--- src/hw/rtl/fxalu_pkg.sv ---
`default_nettype none

package fxalu_pkg;

  // operation codes, all sixteen are in use
  typedef enum logic [3:0] {
    FN_ADD      = 4'd0,
    FN_SUB      = 4'd1,
    FN_MUL      = 4'd2,
    FN_DIV      = 4'd3,
    FN_GT       = 4'd4,
    FN_LT       = 4'd5,
    FN_GE       = 4'd6,
    FN_LE       = 4'd7,
    FN_EQ       = 4'd8,
    FN_NE       = 4'd9,
    FN_MIN      = 4'd10,
    FN_MAX      = 4'd11,
    FN_INC      = 4'd12,
    FN_DEC      = 4'd13,
    FN_FROM_INT = 4'd14,
    FN_TO_INT   = 4'd15
  } func_t;

  // command word
  typedef struct packed {
    func_t              func;
    logic signed [31:0] operand_a;
    logic signed [31:0] operand_b;
  } cmd_t;

  // response word
  typedef struct packed {
    logic signed [31:0] value_out;
    logic               compare_true;
    logic               divide_by_zero;
  } rsp_t;

  // control flags that ride along the divider row
  typedef struct packed {
    logic valid;
    logic is_div;
    logic neg;
    logic cmp;
    logic dz;
  } ctl_t;

endpackage

`default_nettype wire

--- src/hw/rtl/fxalu_cell.sv ---
`default_nettype none

module fxalu_cell #(
  parameter int NUM_W = 40
) (
  input  logic             clk,
  input  logic             rst,
  input  logic             en,
  input  fxalu_pkg::ctl_t  up_ctl,
  input  logic [31:0]      up_den,
  input  logic [31:0]      up_rem,
  input  logic [NUM_W-1:0] up_nq,
  output fxalu_pkg::ctl_t  ctl,
  output logic [31:0]      den,
  output logic [31:0]      rem,
  output logic [NUM_W-1:0] nq
);
  import fxalu_pkg::*;

  // one restoring step: next numerator bit in, one quotient bit out
  logic [32:0]      trial;
  logic [32:0]      diff;
  logic             qbit;
  logic [31:0]      rem_next;
  logic [NUM_W-1:0] nq_next;

  assign trial = {up_rem, up_nq[NUM_W-1]};
  assign diff  = trial - {1'b0, up_den};
  assign qbit  = ~diff[32];

  always_comb begin
    rem_next = up_rem;
    nq_next  = up_nq;
    if (up_ctl.is_div) begin
      rem_next = qbit ? diff[31:0] : trial[31:0];
      nq_next  = {up_nq[NUM_W-2:0], qbit};
    end
  end

  always_ff @(posedge clk) begin
    if (rst) begin
      ctl <= '0;
    end else if (en) begin
      ctl <= up_ctl;
      den <= up_den;
      rem <= rem_next;
      nq  <= nq_next;
    end
  end

endmodule

`default_nettype wire

--- config.mk ---
export PLATFORM = sky130hd
export DESIGN_NAME = fxalu_cell
export DESIGN_NICKNAME = d
export VERILOG_FILES = /design/src/hw/rtl/fxalu_pkg.sv /design/src/hw/rtl/fxalu_cell.sv
export SDC_FILE = /design/constraint.sdc
export NUM_CORES = 1
export LEC_CHECK = 0
export BUFFER_PORTS_ARGS = -buffer_cell sky130_fd_sc_hd__buf_2
export CORE_ASPECT_RATIO = 1.75
export CORE_UTILIZATION = 55
export CTS_BUF_LIST = sky130_fd_sc_hd__clkbuf_8
export DETAILED_ROUTE_END_ITERATION = 6
export PLACE_DENSITY = 0.87
export SLEW_MARGIN = 25
export SYNTH_ARGS = -nofsm -noshare
export SYNTH_HDL_FRONTEND = slang
export SYNTH_SLANG_ARGS = --single-unit
export TNS_END_PERCENT = 100
--- constraint.sdc ---
create_clock -name clk -period 18.7 [get_ports clk]
set_input_delay 2.805 -clock clk [delete_from_list [all_inputs] [get_ports clk]]
set_output_delay 2.805 -clock clk [all_outputs]
set_load 0.02 [all_outputs]
==> results_dict.tcl <==
set metrics [dict create \
    status "finished clean" \
    tns_ns 0 \
    synth_area_leaders "edfxtp_1 (49%), mux2_2 (7.0%), ha_1 (6.3%)" \
    synth-seq-cells 109 \
    setup_viol 0 \
    synth_top_area_share 0.488 \
    num-fill-cells 857 \
    wl_per_cell_um 17.5 \
    wl_um 16000 \
    syn_area_um2 6400 \
    core_area_um2 11200 \
    dpl.hpwl_um 12400 \
    clkLatencyLatePin_ns 0.39 \
    cts_resized 0 \
    io_buffers 220 \
    slew_headroom 0.530 \
    ys.flop_type "edfxtp_1" \
    finalHoldViolations 0 \
    instances_no_fill 918 \
    ioPinCount 221 \
    power_mw 0.628 \
    powerDensity_nw_per_um2 80.0 \
    cpMaxStageDelayCell "xor2_4" \
    syn-num-nets 713 \
    synth_cells 568 \
    path_clk_slew_ns 0.11 \
    worst_pin_slew_ns 0.705 \
    die_area_um2 12100 \
    synthDistinctLibCells 62 \
    rsz0062_at_grt "no" \
    rows 51 \
    antenna_found_initial 0 \
    final_area_um2 7850 \
    post-route-min-period_ns 5.99 \
    worstSetupPathType "input pin to register" \
    cts_tree "yes" \
    slowest_delay_ns 0.54 \
    start_util 0.570 \
    drc 0 \
    r2r_cells 2 \
    htreeDepth 3 \
    gp_congestion 0.953 \
    critPathLaunchType "input pin" \
    cts-buffers-inserted 9 \
    via_per_inst 5.78 \
    ys_seq_area_frac 0.504 \
    ant_nets 0 \
    cts-root-buf "clkbuf_8" \
    grt_pass1_wl_um 24800 \
    max-clock-path-buffers 2 \
    hold_depth 2 \
    first_global_vias 5401 \
    fmax_mhz 167 \
    drive_gt1_frac 0.366 \
    cp_num_buf_inv 3 \
    crit_required_ns 18.85 \
    path_depth 14 \
    cp_max_fo 21 \
    grt_max_degree 60 \
    end_kind "register" \
    path_delay_family "compound AO/OA/AOI/OAI gates" \
    dpl_cell_area_um2 7630 \
    overflow 0 \
    grt_usage 0.260 \
    synth_edf_count 104 \
    timing.final.crit_share 0.320 \
    nets 926 \
    drv_slew 0 \
    vias 5309 \
    synth_top_cells_by_count "edfxtp_1 (104), a21oi_1 (58), nor2_1 (55), mux2_2 (40), inv_1 (38)" \
    antenna_cells 0 \
    die_h_um 145 \
    post-cts-setup-buffers 0 \
    synth_top_area_cell "edfxtp_1" \
    cp.arrival_ns 6.14 \
    async_flop_share 0 \
    p_leak_nw 3.54 \
    firstDrtPassIters 5 \
    synth_most_common_cell "edfxtp_1" \
    final.setup_skew_ns 0 \
    cts_hold_buf 0 \
    ys_warn_count 0 \
    die_x_um 83.5 \
    vdd_drop_max_uv 59.6 \
    clock_sinks 109 \
    syn2layout_area_growth_pct 22.7 \
    drt_iter0_drc 294 \
    cap_violations 0 \
    placedCellCount 902 \
    syn_area_per_cell_um2 11.3 \
    path_cells "buf_2 > inv_1 > ha_1 > fa_1 > nand2b_1 > a21oi_2 > o21ai_1 > a21o_1 > a31o_2 > a21oi_4 > xor2_4 > buf_4 > mux2i_1 > mux2_2" \
    hold_path.class "register to register" \
]
[layout by cell type, fill, tap and decap left out, types with 2 or more instances in the layout]
cell and n:
clkinv_8 2, or2_2 2, nand2b_1 2, buf_16 2, nor3_1 4, dfxtp_1 5, xor2_1 11, nand2_1 34
o21a_1 4, xnor2_1 17, a221o_1 2, nand3_1 6, o221ai_1 2, mux2_2 40, and3_1 6, a41oi_1 3
buf_4 4, clkbuf_8 9, inv_6 2, o211ai_1 6, mux2i_1 33, and2_1 3, ha_1 32, a21oi_1 58
a31oi_1 5, a21boi_0 3, o21ai_1 6, a21o_1 17, buf_2 219, o21ai_0 14, inv_1 38, nor2b_1 3
nor2_1 55, edfxtp_1 104
[cell families after synthesis]
family,Yosys count,synth area share
flops,109,0.504
compound gates,140,0.139
buf+inv,61,0.0411
simple gates,123,0.0851
fa+ha+maj,33,0.0657
xor+xnor,29,0.0426
mux,73,0.122
[final cells by class]
cell class	count	area (um2)	share of cell area
Sequential cell	109	3220	0.411
Multi-Input combinational cell	398	2920	0.372
Timing Repair Buffer	225	1180	0.151
Tap cell	132	165	0.0210
Inverter	38	143	0.0182
Clock buffer	9	124	0.0158
Clock inverter	7	92.6	0.0118
[path summary, 6_finish.rpt]
kind / from / slack, ns / endpoint
hold reg to reg: ctl[3]$_SDFFE_PP0P_ / 0.50 / ctl[3]$_SDFFE_PP0P_
setup / recovery: up_nq[39] / 12.71 / rem[1]$_DFFE_PP_
setup reg to reg: ctl[0]$_SDFFE_PP0P_ / 18.07 / ctl[0]$_SDFFE_PP0P_
hold / removal: ctl[3]$_SDFFE_PP0P_ / 0.50 / ctl[3]$_SDFFE_PP0P_
[where the power goes]
| part | switching [mW] | internal [mW] |
|---|---|---|
| registers | 0.00487 | 0.290 |
| clock network | 0.0899 | 0.0650 |
| logic | 0.106 | 0.0723 |
[worst register-to-register path: cells and delay by family, from the launching register on]
| kind | cells | cell delay, ns |
|---|---|---|
| flip-flops | 1 | 0.33 |
| multiplexers | 1 | 0.14 |
| AND/OR/NAND/NOR | 1 | 0.06 |
[state kept, by name, summed over array words and instances (netlist names)]
signal and count:
ctl 5, nq 40, den 32, rem 32
[metrics by stage]
stage,util,hold slack [ns],setup slack (ns)
2_1_floorplan,-,0.579,10.39
3_3_place_gp,0.674,0.470,12.38
3_5_place_dp,0.679,0.479,12.28
4_1_cts,0.699,0.506,12.70
5_1_grt,0.699,0.542,12.49
6_report,0.699,0.504,12.71
[metal layers]
metal  share of wire  up-vias  GRT usage
met4           0.036        0      0.125
li1                -     2516          -
met3           0.058       51     0.0437
met5               0        -          0
met1            0.35     2498      0.274
met2            0.56      244      0.501
No activity file was read; power rests on OpenSTA's default activity.
