`src/hw/rtl/fxalu_pkg.sv`:
```
`default_nettype none

package fxalu_pkg;

  // operation codes, all sixteen are in use
  typedef enum logic [3:0] {
    FN_ADD      = 4'd0,
    FN_SUB      = 4'd1,
    FN_MUL      = 4'd2,
    FN_DIV      = 4'd3,
    FN_GT       = 4'd4,
    FN_LT       = 4'd5,
    FN_GE       = 4'd6,
    FN_LE       = 4'd7,
    FN_EQ       = 4'd8,
    FN_NE       = 4'd9,
    FN_MIN      = 4'd10,
    FN_MAX      = 4'd11,
    FN_INC      = 4'd12,
    FN_DEC      = 4'd13,
    FN_FROM_INT = 4'd14,
    FN_TO_INT   = 4'd15
  } func_t;

  // command word
  typedef struct packed {
    func_t              func;
    logic signed [31:0] operand_a;
    logic signed [31:0] operand_b;
  } cmd_t;

  // response word
  typedef struct packed {
    logic signed [31:0] value_out;
    logic               compare_true;
    logic               divide_by_zero;
  } rsp_t;

  // control flags that ride along the divider row
  typedef struct packed {
    logic valid;
    logic is_div;
    logic neg;
    logic cmp;
    logic dz;
  } ctl_t;

endpackage

`default_nettype wire

```
`src/hw/rtl/fxalu_front.sv`:
```
`default_nettype none

module fxalu_front #(
  parameter int FRAC_BITS = 8,
  parameter int NUM_W     = 32 + FRAC_BITS
) (
  input  logic             clk,
  input  logic             rst,
  input  logic             en,
  input  logic             cmd_valid,
  input  fxalu_pkg::cmd_t  cmd,
  output fxalu_pkg::ctl_t  ctl,
  output logic [31:0]      den,
  output logic [NUM_W-1:0] nq
);
  import fxalu_pkg::*;

  // first stage: simple results and the raw product
  logic               v1;
  func_t              func1;
  logic signed [31:0] a1;
  logic signed [31:0] b1;
  logic signed [63:0] prod1;
  logic signed [31:0] val1;
  logic               cmp1;
  logic signed [31:0] val1_next;
  logic               cmp1_next;

  // second stage inputs
  ctl_t             ctl_next;
  logic [31:0]      den_next;
  logic [NUM_W-1:0] nq_next;
  logic [31:0]      a_mag;
  logic [31:0]      b_mag;

  always_comb begin
    val1_next = '0;
    cmp1_next = 1'b0;
    case (cmd.func)
      FN_ADD:      val1_next = cmd.operand_a + cmd.operand_b;
      FN_SUB:      val1_next = cmd.operand_a - cmd.operand_b;
      FN_GT:       cmp1_next = cmd.operand_a > cmd.operand_b;
      FN_LT:       cmp1_next = cmd.operand_a < cmd.operand_b;
      FN_GE:       cmp1_next = cmd.operand_a >= cmd.operand_b;
      FN_LE:       cmp1_next = cmd.operand_a <= cmd.operand_b;
      FN_EQ:       cmp1_next = cmd.operand_a == cmd.operand_b;
      FN_NE:       cmp1_next = cmd.operand_a != cmd.operand_b;
      FN_MIN:      val1_next = (cmd.operand_a < cmd.operand_b) ? cmd.operand_a : cmd.operand_b;
      FN_MAX:      val1_next = (cmd.operand_a > cmd.operand_b) ? cmd.operand_a : cmd.operand_b;
      FN_INC:      val1_next = cmd.operand_a + 32'sd1;
      FN_DEC:      val1_next = cmd.operand_a - 32'sd1;
      FN_FROM_INT: val1_next = cmd.operand_a <<< FRAC_BITS;
      FN_TO_INT:   val1_next = cmd.operand_a >>> FRAC_BITS;
      default:     val1_next = '0;
    endcase
  end

  always_ff @(posedge clk) begin
    if (rst) begin
      v1 <= 1'b0;
    end else if (en) begin
      v1    <= cmd_valid;
      func1 <= cmd.func;
      a1    <= cmd.operand_a;
      b1    <= cmd.operand_b;
      prod1 <= 64'(cmd.operand_a) * 64'(cmd.operand_b);
      val1  <= val1_next;
      cmp1  <= cmp1_next;
    end
  end

  // magnitudes for the divider row
  assign a_mag = a1[31] ? 32'(-a1) : 32'(a1);
  assign b_mag = b1[31] ? 32'(-b1) : 32'(b1);

  always_comb begin
    ctl_next        = '0;
    ctl_next.valid  = v1;
    ctl_next.cmp    = cmp1;
    den_next        = b_mag;
    nq_next         = '0;
    nq_next[31:0]   = val1;
    case (func1)
      FN_MUL: begin
        nq_next[31:0] = prod1[FRAC_BITS +: 32];
      end
      FN_DIV: begin
        if (b1 == 32'sd0) begin
          ctl_next.dz   = 1'b1;
          nq_next       = '0;
        end else begin
          ctl_next.is_div = 1'b1;
          ctl_next.neg    = a1[31] ^ b1[31];
          nq_next         = NUM_W'({a_mag, {FRAC_BITS{1'b0}}});
        end
      end
      default: begin
      end
    endcase
  end

  always_ff @(posedge clk) begin
    if (rst) begin
      ctl <= '0;
    end else if (en) begin
      ctl <= ctl_next;
      den <= den_next;
      nq  <= nq_next;
    end
  end

endmodule

`default_nettype wire

```
`config.mk`:
```
export PLATFORM = sky130hd
export DESIGN_NAME = fxalu_front
export DESIGN_NICKNAME = d
export VERILOG_FILES = /design/src/hw/rtl/fxalu_pkg.sv /design/src/hw/rtl/fxalu_front.sv
export SDC_FILE = /design/constraint.sdc
export NUM_CORES = 2
export LEC_CHECK = 0
export BUFFER_PORTS_ARGS = -buffer_cell sky130_fd_sc_hd__buf_4
export CORE_ASPECT_RATIO = 0.75
export CORE_UTILIZATION = 57
export DETAILED_ROUTE_END_ITERATION = 6
export GPL_TIMING_DRIVEN = 0
export PLACE_DENSITY = 0.76
export SKIP_CTS_REPAIR_TIMING = 1
export SYNTH_ARGS = -nofsm -noshare
export SYNTH_HDL_FRONTEND = slang
export SYNTH_SLANG_ARGS = --single-unit
```
`constraint.sdc`:
```
create_clock -name clk -period 13.8 [get_ports clk]
set_input_delay 2.76 -clock clk [delete_from_list [all_inputs] [get_ports clk]]
set_output_delay 2.76 -clock clk [all_outputs]
set_load 0.1 [all_outputs]
```
==> out/metrics.csv <==
metric,value,unit
synth_top_area_frac,0.3499,
synth_ff_type,edfxtp_1,
violations,DRC,
drive_gt1_frac,0.05302,
ctsHtreeMaxLevel,1,
die_w,295.6,µm
maxCapViolCount,0,
pin_count,149,
clock_sinks,211,
viasPerCell,6.140,
synth-edff-count,205,
finalWirelength,141.8,mm
yosys_warnings,0,
required,14.05,ns
grt_pass1_wl,204.1,mm
async_reset_ff_frac,0,
cts_buffers,19,
maxSlewHeadroom,0.02675,
grt_start_max_net_pins,36,
finalCriticalPeriod,12.19,ns
finalNetCount,4998,
final_antenna_net_count,0,
register_area,6276,µm²
synthMostInstantiatedCell,inv_1,
dp_hpwl,114.9,mm
die_area,65680,µm²
ff2ff_path_depth,9,
finalMaxSlewViolations,0,
synth_common_cells,"inv_1, fa_1, and2_1, nand2_1, ha_1",
yosysUniqueCellTypes,74,
grt_use_total,0.4400,
antenna_found_initial,14,
multiInputGateArea,27170,µm²
die_y,222.2,µm
post-route-period-util,0.8831,
tns,0,ns
synth_nets,4822,
core-area,63760,µm²
worst_skew_pair.late_latency,0.52,ns
wire_per_inst,28.78,µm
clk_pin_slew,0.07,ns
fin_util,0.6243,
status,"finished, violations left",
final.setup_skew,0.01347,ns
setup_viol,0,
rsz0062_at_grt,false,
fillers,5508,
yosysSeqAreaShare,0.1703,
drt-initial-drc-count,4148,
hp-class,reg2reg,
crit_type,in2reg,
crit_path_end_kind,flip-flop,
row_count,80,
synth_area,36850,µm²
synth_seq_cells,211,
tightest_slew,1.460,ns
start_util,0.5779,
hold_path_depth,0,
cts_buffer_depth,3,
hold_violations,0,
crit_arrival,12.44,ns
cts-root-buf,clkbuf_16,
port_buffers,148,
grt_pass1_vias,29640,
area_delta_synth_final,8.027,%
grt_overflow_total,0,
max_freq,82.05,MHz
syn_area_per_cell,9.532,µm²
crit_fanout,10,
yosysTopAreaCell,fa_1,
cts_tree,yes,
syn_inst,3866,
start_kind,input port,
first_pass_iters,7,
routabilityCongestion,1.060,
drcViolationCount,6,
synthTopCellsByArea,"fa_1, edfxtp_1, ha_1",
vias,30240,
-- kinds of logic (layout without fill, tap and decap cells) --
group	Yosys count	count (layout)	share of synthesized area
AOI/OAI and AO/OA	472	472	0.08699
buffers and inverters	909	1098	0.09259
xor gates and xnor gates	210	210	0.04991
other	0	9	0
DFF	211	211	0.1703
adders and majority gates	884	884	0.4313
and+or+nand+nor	1159	1159	0.1631
muxes	21	21	0.005704
-- flip-flops by register name, indices dropped and copies added, names as in the netlist --
register and count:
a1 32, b1 32, val1 32, v1 1
ctl 5, den 32, cmp1 1, nq 40
func1 4, prod1 32
-- area by class of cell --
class	instances	share of cell area
Inverter	695	0.06553
Buffer	214	0.02018
Sequential cell	211	0.1577
Timing Repair Buffer	155	0.03124
Clock inverter	11	0.002420
Tap cell	861	0.02706
Multi-Input combinational cell	2746	0.6825
Antenna cell	9	0.0005658
Clock buffer	23	0.01282
-- critical path, cell delays in order --
cell and delay, ns:
buf_4 0.12, clkbuf_1 0.60, clkbuf_1 0.79, clkbuf_1 0.76
nand2_1 0.21, fa_1 0.49, inv_1 0.09, fa_1 0.44
fa_1 0.51, inv_1 0.05, fa_1 0.48, inv_1 0.05
fa_1 0.49, inv_1 0.05, fa_1 0.53, inv_1 0.05
fa_1 0.49, fa_1 0.42, ha_1 0.36, a21o_1 0.15
a21oi_1 0.06, o221ai_1 0.37, o21ai_0 0.31, a21oi_1 1.00
a31o_2 0.30, a21oi_1 0.08, xnor2_1 0.40
-- routing by layer --
layer	global-route usage	part of all wire	vias to the layer above	wire, µm
li1	-	-	12600	-
met1	0.6569	0.42	15220	59580
met2	0.5738	0.38	2110	54290
met3	0.1737	0.15	310	21750
met4	0.1506	0.043	2	6126
met5	0	0.000092	-	13
-- cells in the final DEF (no fill, tap or decap), drive strengths merged, types with 25 or more instances in the layout --
cell type,instances
a21o,39
a21oi,70
a31oi,33
and2,422
buf,158
clkbuf,234
edfxtp,205
fa,644
ha,240
inv,693
nand2,375
nand2b,25
nand3,30
nor2,124
nor2b,35
nor3,40
o21ai,131
xnor2,168
xor2,42
-- worst paths after layout --
check | slack (ns) | startpoint | to
worst max-delay path | 1.61 | cmd[8] | prod1[32]
worst min-delay path | 0.45 | b1[0] | den[0]
worst max register to register | 9.95 | b1[6] | nq[19]
worst min register to register | 0.45 | b1[0] | den[0]
-- stage by stage --
stage               worst slack (ns)  instance area [µm²]  cells  hold WS, ns
floorplan                      1.654                36850   3866       0.4264
finish                         1.613                39810   4925       0.4498
global route                   1.439                39790   4917       0.4664
CTS                            1.916                39790   4916       0.4522
global placement              -1.870                39040   4875       0.4345
detailed placement             1.385                39180   4882       0.4370
Power is left out: the tool's default activity adds up to more than one toggle a clock period on the data nets, which glitch-free logic cannot reach.
